File: src/hdl/cfc_pkg.sv
// Shared types and constants for the command frame checker.
`timescale 1ns / 1ps

package cfc_pkg;

    // Frame layout: byte positions within a command frame
    localparam int POS_MAGIC   = 0;
    localparam int POS_VERSION = 1;
    localparam int POS_TYPE    = 2;
    localparam int POS_SEQ     = 3;
    localparam int POS_TIME_LO = 4;
    localparam int POS_TIME_HI = 7;
    localparam int POS_CMD     = 9;
    localparam int POS_LEN     = 10;
    localparam int POS_PAYLOAD = 11;
    localparam int FRAME_BASE  = 12;

    // CRC-8, MSB first, no reflection, no final xor
    localparam logic [7:0] CRC_POLY = 8'h07;
    localparam logic [7:0] CRC_TOP  = 8'h80;

    // payload_count saturates at this value
    localparam logic [4:0] COUNT_SAT = 5'd31;

    // Result item kinds
    localparam logic KIND_SUMMARY = 1'b0;
    localparam logic KIND_PAYLOAD = 1'b1;

    // Configuration register indexes
    localparam int CFG_IDX_W = 3;
    typedef enum logic [CFG_IDX_W-1:0] {
        CFG_MAGIC    = 3'd0,
        CFG_VERSION  = 3'd1,
        CFG_CMD_TYPE = 3'd2,
        CFG_LOW_ID   = 3'd3,
        CFG_HIGH_ID  = 3'd4
    } cfg_index_t;

    typedef enum logic [1:0] {
        ST_OK          = 2'd0,
        ST_INVALID     = 2'd1,
        ST_CRC_FAIL    = 2'd2,
        ST_UNSUPPORTED = 2'd3
    } status_t;

    typedef struct packed {
        logic [7:0] magic_value;
        logic [7:0] version_value;
        logic [7:0] command_type_value;
        logic [7:0] lowest_command_id;
        logic [7:0] highest_command_id;
    } cfg_t;

    typedef struct packed {
        logic [7:0] rx_byte;
        logic       frame_end;
    } frame_in_t;

    typedef struct packed {
        logic        item_kind;
        status_t     status;
        logic [7:0]  frame_seq;
        logic [31:0] frame_time;
        logic [7:0]  cmd_code;
        logic [4:0]  payload_count;
        logic [7:0]  payload_byte;
        logic        last_result;
    } result_t;

    // Frame summary handed from the parser to the result sequencer
    typedef struct packed {
        status_t     status;
        logic [7:0]  seq;
        logic [31:0] stamp;
        logic [7:0]  cmd;
        logic [4:0]  count;
        logic [7:0]  length;
        logic        bank;
    } frame_sum_t;

endpackage

File: src/hdl/cfc_result_seq.sv
// Result sequencer: output register, summary then payload bytes from the buffer.
`timescale 1ns / 1ps

module cfc_result_seq #(
    parameter int MAX_PAYLOAD = 16,
    parameter int ADDR_W      = 5
) (
    input  logic                 clk,
    input  logic                 rst_n,
    input  logic                 load,
    input  cfc_pkg::frame_sum_t  sum,
    input  logic                 wr_bank,
    input  logic [7:0]           rd_data,
    input  logic                 result_stall,
    output logic                 end_ready,
    output logic [ADDR_W-1:0]    rd_addr,
    output logic                 result_valid,
    output cfc_pkg::result_t     result_data
);
    import cfc_pkg::*;

    localparam int IDX_W = ADDR_W - 1;
    localparam int CNT_W = $clog2(MAX_PAYLOAD + 1);
    localparam int CMP_W = CNT_W + 1;

    logic             out_valid_reg, out_valid_next;
    logic             out_kind_reg, out_kind_next;
    logic             out_last_reg, out_last_next;
    logic [IDX_W-1:0] out_idx_reg, out_idx_next;
    logic [CNT_W-1:0] out_plen_reg, out_plen_next;
    logic             rd_bank_reg, rd_bank_next;

    status_t          sum_status_reg;
    logic [7:0]       sum_seq_reg;
    logic [31:0]      sum_time_reg;
    logic [7:0]       sum_cmd_reg;
    logic [4:0]       sum_count_reg;

    logic             adv;
    logic             step;
    logic [IDX_W-1:0] idx_step;

    // Output slot frees when empty or taken; a new frame may load after the last item
    assign adv       = !out_valid_reg || !result_stall;
    assign end_ready = adv && (!out_valid_reg || out_last_reg);
    assign step      = adv && out_valid_reg && !out_last_reg;
    assign idx_step  = (out_kind_reg == KIND_PAYLOAD) ? (out_idx_reg + IDX_W'(1)) : '0;

    // Re-read the current entry while stalled so the read data holds
    assign rd_addr = step ? {rd_bank_reg, idx_step} : {rd_bank_reg, out_idx_reg};

    // Sequencer next state
    always_comb
    begin
        out_valid_next = out_valid_reg;
        out_kind_next  = out_kind_reg;
        out_last_next  = out_last_reg;
        out_idx_next   = out_idx_reg;
        out_plen_next  = out_plen_reg;
        rd_bank_next   = rd_bank_reg;
        priority if (load) begin
            out_valid_next = 1'b1;
            out_kind_next  = KIND_SUMMARY;
            out_last_next  = (sum.status != ST_OK) || (sum.length == 8'd0);
            out_idx_next   = '0;
            out_plen_next  = (sum.status == ST_OK) ? CNT_W'(sum.length) : '0;
            rd_bank_next   = sum.bank;
        end else if (step) begin
            out_kind_next = KIND_PAYLOAD;
            out_idx_next  = idx_step;
            out_last_next = (CMP_W'(idx_step) + CMP_W'(1)) == CMP_W'(out_plen_reg);
        end else if (adv) begin
            out_valid_next = 1'b0;
        end
    end

    always_ff @(posedge clk or negedge rst_n)
    begin
        if (!rst_n) begin
            out_valid_reg <= 1'b0;
            out_kind_reg  <= KIND_SUMMARY;
            out_last_reg  <= 1'b0;
            out_idx_reg   <= '0;
            out_plen_reg  <= '0;
            rd_bank_reg   <= 1'b0;
        end else begin
            out_valid_reg <= out_valid_next;
            out_kind_reg  <= out_kind_next;
            out_last_reg  <= out_last_next;
            out_idx_reg   <= out_idx_next;
            out_plen_reg  <= out_plen_next;
            rd_bank_reg   <= rd_bank_next;
        end
    end

    // Summary fields, captured at frame end
    always_ff @(posedge clk)
    begin
        if (load) begin
            sum_status_reg <= sum.status;
            sum_seq_reg    <= sum.seq;
            sum_time_reg   <= sum.stamp;
            sum_cmd_reg    <= sum.cmd;
            sum_count_reg  <= sum.count;
        end
    end

    // Result transaction: unused fields read as zero
    always_comb
    begin
        result_data.item_kind   = out_kind_reg;
        result_data.last_result = out_last_reg;
        if (out_kind_reg == KIND_PAYLOAD) begin
            result_data.status        = ST_OK;
            result_data.frame_seq     = '0;
            result_data.frame_time    = '0;
            result_data.cmd_code      = '0;
            result_data.payload_count = '0;
            result_data.payload_byte  = rd_data;
        end else begin
            result_data.status        = sum_status_reg;
            result_data.frame_seq     = sum_seq_reg;
            result_data.frame_time    = sum_time_reg;
            result_data.cmd_code      = sum_cmd_reg;
            result_data.payload_count = sum_count_reg;
            result_data.payload_byte  = '0;
        end
    end

    assign result_valid = out_valid_reg;

    // Payload index stays inside the frame's payload length
    a_idx_in_range: assert property (@(posedge clk) disable iff (!rst_n)
        (out_valid_reg && out_kind_reg == KIND_PAYLOAD)
        |-> (CMP_W'(out_idx_reg) < CMP_W'(out_plen_reg)))
        else $error("payload index beyond payload length");

    // Last flag on a payload byte marks exactly the final byte
    a_last_payload: assert property (@(posedge clk) disable iff (!rst_n)
        (out_valid_reg && out_kind_reg == KIND_PAYLOAD)
        |-> (out_last_reg == ((CMP_W'(out_idx_reg) + CMP_W'(1)) == CMP_W'(out_plen_reg))))
        else $error("last flag wrong on payload byte");

    // A failed frame ends at its summary
    a_fail_is_last: assert property (@(posedge clk) disable iff (!rst_n)
        (out_valid_reg && out_kind_reg == KIND_SUMMARY && sum_status_reg != ST_OK)
        |-> out_last_reg)
        else $error("failed frame summary not marked last");

    // The bank being drained is never the bank the parser writes
    a_bank_apart: assert property (@(posedge clk) disable iff (!rst_n)
        (out_valid_reg && out_kind_reg == KIND_PAYLOAD) |-> (rd_bank_reg != wr_bank))
        else $error("payload drain bank collides with write bank");

endmodule

File: config.mk
export PLATFORM = sky130hd
export DESIGN_NAME = cfc_result_seq
export DESIGN_NICKNAME = d
export VERILOG_FILES = /design/src/hdl/cfc_pkg.sv /design/src/hdl/cfc_result_seq.sv
export SDC_FILE = /design/constraint.sdc
export NUM_CORES = 1
export LEC_CHECK = 0
export BUFFER_PORTS_ARGS = -buffer_cell sky130_fd_sc_hd__buf_4
export CAP_MARGIN = 15
export CORE_ASPECT_RATIO = 0.6
export CORE_MARGIN = 2
export CORE_UTILIZATION = 40
export CTS_CLUSTER_SIZE = 8
export DETAILED_ROUTE_END_ITERATION = 8
export GPL_ROUTABILITY_DRIVEN = 0
export PLACE_DENSITY = 0.77
export REMOVE_ABC_BUFFERS = 1
export SLEW_MARGIN = 15
export SYNTH_ARGS = -nofsm -noshare
export SYNTH_HDL_FRONTEND = slang
export SYNTH_SLANG_ARGS = --single-unit
File: constraint.sdc
create_clock -name clk -period 2.6 [get_ports clk]
set_clock_uncertainty 0.2 [all_clocks]
set_input_delay 0 -clock clk [delete_from_list [all_inputs] [get_ports clk]]
set_output_delay 0 -clock clk [all_outputs]
set_load 0.005 [all_outputs]
==> results.md, run 1 <==
- Status: finished, final reports clean
- Top Family by Delay on Critical Path: flip-flops
- Starting Density: 41.8%
- Largest family of logic cells by synthesized area: simple AND/OR/NAND/NOR gates
- Setup TNS: 0 ns
- Sequential share of the synthesized area: 69.9%
- End of the critical path: rd_addr[3]
- Synth Area in Adders: 0.443%
- Crit path depth: 4
- Die X: 113 um
- Antenna diodes: 0
- Die height: 69.1 um
- Post-synthesis xor/xnor area fraction: 1.55%
- Clk slew on worst S/H paths: 0.05 ns
- Layout Area Growth over Synthesis: 76.6%
- Core Area: 6760 sq um
- Largest net degree at the start of global routing: 76
- Detail Route Antenna Nets: 0
- FMAX: 491 MHz
- DRT Wirelength: 7270 um
- Count of unique library cells instantiated by Yosys: 31
- Clock Tree Buf Depth: 2
- Area leader, netlist: edfxtp_1
- Simple-gate area share of the yosys netlist: 20.9%
- Total number of vias: 2,293
- Crit path launch type: register
- Post-route cell area: 4990 sq um
- Final Setup Violations: 0
- Crit path required time: 2.40 ns
- Leak: 2.16 nW
- Worst Path Buf+Inv: 1
- Crit path kind: register to primary output
- CTS tree: built
- Initial drt markers: 82
- Vias in the first global route: 2,339
- Post-DP HPWL: 4370 um
- Max H-tree Level: 3
- HP Class: input pin to primary output
- Final global-route overflow total: 0
- Max IR drop VDD: 0.000384 V
- First-pass GRT wire length: 11,500 um
- Routed vias/inst: 4.47
- Clock latency on the worst-skew pair: 0.32 ns
- CP Capture Type: primary output
- I/O Buffers: 147
- Slew @ Worst Pin: 0.862 ns
- Drc violations: 0
- Slew Limit Headroom: 42.5%
- Final Max Tran Viols: 0
- Clock buffers created by TritonCTS: 9
- Initial antenna violation count: 0
- Wire per inst: 14.2 um
- Reg2Reg Setup Slack: 0.58 ns
- Crit path DAT: 1.84 ns
- Worst-path fanout max: 31
- RSZ-0062 raised after global routing: false
- Reg2Reg Depth: 5
- PD cells: 624 nW/um^2
- Delay of the slowest critical-path stage: 0.72 ns
- DR pass1 iterations: 4
- YS warnings: 0
- Area of the multi-input gates: 767 sq um
- Yosys reg bits: 68
- Tmin final: 2.04 ns
- Fin. Hold Viols: 0
- Full die area: 7780 sq um
- Mux contribution to synthesized area: 1.15%
- Tcrit/Tclk final: 78.3%
- Compound-Gate Fraction of Synth Area: 3.05%
- Syn_area_per_cell: 13.6 sq um
- Synthesized cell area: 2830 sq um
- Site Rows: 23
- Mapped Cells: 208
- FF+latch area: 1980 sq um
- Post-CTS setup buffers: 0
- Max FFs per register: 32
- Critical path cell sequence: nand2_1 > mux2i_1 > mux2_2 > buf_4
- Clk sinks: 68
- Fraction of layout instances using a drive strength above 1: 39.2%
- R2R Path End: out_last_reg
- Top-area cell type share of the netlist area: 58.4%
- Worst reg2reg startpoint: out_kind_reg
- Clk root buf: clkbuf_16
- I/O pin cnt: 149
- Area after DPL: 3990 sq um
- CP max stage cell: dfrtp_2
- Overall Global Routing Usage: 18.9%
- Max_cap viols: 0
- Post-layout nets: 499
- Filler Cells Inserted: 439
- Crit path from: out_kind_reg
- Synth top area cells: edfxtp_1, nor2b_1, dfrtp_1
-- power breakdown --
part	leakage [nW]	internal, mW	switching, mW	total (mW)
sequential	0.706	1.27	0.0278	1.29
clock	0.161	0.932	0.431	1.36
combinational	1.29	0.296	0.159	0.455
total	2.16	2.50	0.617	3.11
-- layout make-up --
type | count | area share (%)
tap | 87 | 2.18
inverter | 7 | 0.526
multi-input combinational | 121 | 15.4
clock buffer | 9 | 4.51
timing repair buffer | 214 | 35.5
clock inverter | 7 | 2.28
sequential | 68 | 39.6
-- repair_timing --
| action | CTS | global route |
|---|---|---|
| gates resized for setup | 0 | 0 |
| endpoints found under the setup margin | 0 | 0 |
| endpoints found under the hold margin | 76 | 0 |
| hold buffers | 66 | 0 |
-- how the worst min path moves through the flow --
stage / from / endpoint / slack, ns / cells past startpoint
after global placement: rst_n / out_plen_reg[0] / -0.34 / 1
after global routing: rd_data[6] / result_data[7] / 0.09 / 3
after detailed placement: rst_n / out_plen_reg[0] / -0.34 / 1
after CTS: rd_data[6] / result_data[7] / 0.08 / 3
final: rd_data[6] / result_data[7] / 0.08 / 3
after floorplan: rst_n / out_idx_reg[0] / -0.50 / 0
-- placed cells by master, fill, tap and decap left out, types with 2 or more instances in the layout --
cell type      instances
nand3_1                7
dlygate4sd3_1         66
edfxtp_1              55
bufinv_16              3
nor2b_1               60
xnor2_1                5
clkinv_1               2
nand2b_1               4
nand3b_1               2
inv_1                  6
nor4_1                 3
o21ai_0               10
nand2_1                5
clkbuf_16              9
buf_4                148
mux2_2                 2
and2_1                 8
dfrtp_1               12
-- cells in the mapped netlist --
cell type / n
nor3b_1: 1
nand2_1: 5
o21ai_0: 10
nor2_2: 1
inv_2: 1
a311oi_1: 1
nand3_1: 7
and2_1: 8
and4_1: 1
nor2_1: 1
mux2_2: 2
xnor2_1: 5
a31oi_1: 1
nand2b_1: 4
mux2i_1: 1
ha_1: 1
or4_1: 1
o31ai_1: 1
a22o_1: 1
nor3_1: 1
dfrtp_1: 13
or2b_1: 1
nor2b_1: 60
edfxtp_1: 55
clkbuf_1: 9
nor4_1: 3
and2b_1: 1
a21oi_1: 1
nand3b_1: 2
buf_4: 3
inv_1: 6
-- per-stage QoR --
step / util [%] / hold WS, ns / setup slack, ns / std cells / power (mW)
after floorplan: - / -0.496 / 0.0270 / 196 / 1.41
after global placement: 59.0 / -0.343 / 0.614 / 431 / 1.68
after detailed placement: 59.0 / -0.343 / 0.580 / 431 / 1.69
after CTS: 73.8 / 0.0782 / 0.520 / 513 / 3.15
after global routing: 73.8 / 0.0863 / 0.396 / 513 / 3.24
final: 73.8 / 0.0772 / 0.564 / 513 / 3.11
-- tightest hold or removal path, cell delays in order --
cell and delay (ns):
buf_4 0.07, and2_1 0.11, buf_4 0.10
-- per-layer routing --
layer  GRT usage, %  part of all wire [%]  vias up
met3           7.12                   7.7        6
met2           34.1                    51       95
met5              0                     0        -
met4           4.88                  0.48        0
met1           21.2                    41     1049
li1               -                     -     1143
-- cell families (layout without fill, tap and decap cells) --
kind of cell	count (synthesis)	in the layout
buffers and inverters	19	237
flip-flops	68	68
AND/OR/NAND/NOR	97	97
adder cells (fa/ha/maj)	1	1
XOR/XNOR	5	5
multiplexers	3	3
AO/OA/AOI/OAI	15	15
Note: power is estimated with default switching activity, not from simulation.
==> run 2: changes to the inputs <==
Clock period 2.6 ns to 1.97 ns, I/O delays scaled along.
==> results.md, run 2 (synthesis results as in run 1) <==
- Status: finished, final reports clean
- Routed met1 length: 2990 um
- PD cells: 793 nW/um^2
- Antenna diodes: 0
- Commonest non-fill, non-tap cells in the layout: buf_4, dlygate4sd3_1, nor2b_1
- Tmin final: 1.86 ns
- FF+latch area: 1980 sq um
- Crit path DAT: 1.66 ns
- Hold path endpoint: result_data[1]
- Reg2Reg Setup Slack: 0.13 ns
- CP max stage cell: dfrtp_1
- Crit path kind: register to primary output
- Routed vias/inst: 4.50
- DRT Wirelength: 7420 um
- Post-layout nets: 504
- Area after DPL: 4010 sq um
- CP Capture Type: primary output
- Initial antenna violation count: 0
- Worst-path fanout max: 5
- Die height: 69.1 um
- Overall Global Routing Usage: 19.2%
- FMAX: 537 MHz
- Non-Filler Instances: 518
- Full die area: 7780 sq um
- Die X: 113 um
- Wire per inst: 14.3 um
- CTS tree: built
- Clk slew on worst S/H paths: 0.06 ns
- Placed cells: 434
- R2R Path End: out_last_reg
- Commonest non-fill, non-tap cell in the layout: buf_4
- Max H-tree Level: 3
- Core Area: 6760 sq um
- Leak: 2.18 nW
- First-pass GRT wire length: 11,800 um
- DR pass1 iterations: 5
- Starting Density: 41.8%
- Final Setup Violations: 0
- Filler Cells Inserted: 458
- Crit path launch type: register
- Slew @ Worst Pin: 0.595 ns
- Hold Path Cell Cnt: 3
- Metal2 WL: 3930 um
- Setup TNS: 0 ns
- Post-DP HPWL: 4660 um
- Layout Area Growth over Synthesis: 78.8%
- Clock Tree Buf Depth: 2
- Post-CTS setup buffers: 0
- Total number of vias: 2,332
- Max FFs per register: 32
- Worst reg2reg startpoint: out_idx_reg[0]
- Clock latency on the worst-skew pair: 0.32 ns
- HP Class: input pin to primary output
- Highest routed layer: met4
- I/O pin cnt: 149
- Min-delay src: rd_data[0]
- Fraction of layout instances using a drive strength above 1: 40.8%
- Reg2Reg Depth: 6
- Tcrit/Tclk final: 94.5%
- Site Rows: 23
- Initial drt markers: 83
- Crit path required time: 1.77 ns
- Final global-route overflow total: 0
- I/O Buffers: 147
- Fin. Hold Viols: 0
- Largest net degree at the start of global routing: 65
- Slew Limit Headroom: 60.2%
- Max_cap viols: 0
- Critical path cell sequence: nand3_1 > mux2i_2 > mux2_2 > buf_4
- Detail Route Antenna Nets: 0
- Vias in the first global route: 2,473
- Post-layout util: 74.7%
- Clk root buf: clkbuf_16
- WHS: 0.0774 ns
- Max IR drop VDD: 0.000567 V
- Area of the multi-input gates: 803 sq um
- Clk sinks: 68
- Final Max Tran Viols: 0
- RSZ-0062 raised after global routing: false
- Post-route cell area: 5050 sq um
- Clock buffers created by TritonCTS: 9
- Drc violations: 0
- Wire length on met3: 476 um
- Delay of the slowest critical-path stage: 0.47 ns
run 2: worst max-delay path, delay by kind of cell, from the launching register on:
kind	cells	cell delay, ns
mux	2	0.59
buf+inv	1	0.11
simple gates	1	0.17
flops	1	0.47
run 2: metrics by stage:
step	setup WS (ns)	power (mW)
4_1_cts	0.00677	4.05
3_5_place_dp	0.00829	2.24
2_1_floorplan	-0.603	1.86
5_1_grt	0.0100	4.18
3_3_place_gp	0.108	2.22
6_report	0.108	4.01
run 2: layout make-up:
type / instances / area share, %
Timing Repair Buffer: 219 / 36.0
Sequential cell: 68 / 39.2
Inverter: 7 / 0.520
Clock inverter: 5 / 1.68
Multi-Input combinational cell: 121 / 15.9
Clock buffer: 11 / 4.61
Tap cell: 87 / 2.15
run 2: per-layer routing:
layer	up-vias	GRT usage (%)
li1	1151	-
met1	1080	22.9
met2	96	34.7
met3	5	5.54
met4	0	4.47
met5	-	0
run 2: worst max-delay path by stage:
stage	startpoint	to	slack [ns]	depth (start not counted)
floorplan	out_kind_reg	out_last_reg	-0.60	5
global placement	out_idx_reg[0]	out_last_reg	0.11	6
detailed placement	out_idx_reg[0]	out_last_reg	0.008	6
CTS	out_idx_reg[0]	out_last_reg	0.007	6
global route	out_idx_reg[0]	out_last_reg	0.01	6
finish	out_idx_reg[2]	rd_addr[3]	0.11	4
run 2: power breakdown:
part | switching, mW | total, mW | leakage (nW) | internal (mW)
logic | 0.219 | 0.616 | 1.32 | 0.397
registers | 0.0309 | 1.70 | 0.704 | 1.67
clock network | 0.575 | 1.69 | 0.150 | 1.11
run 2: repair_timing:
item,in CTS,in global routing
hold buffers,68,0
hold endpoints to repair,106,0
gates resized for setup,0,8
endpoints found under the setup margin,0,1
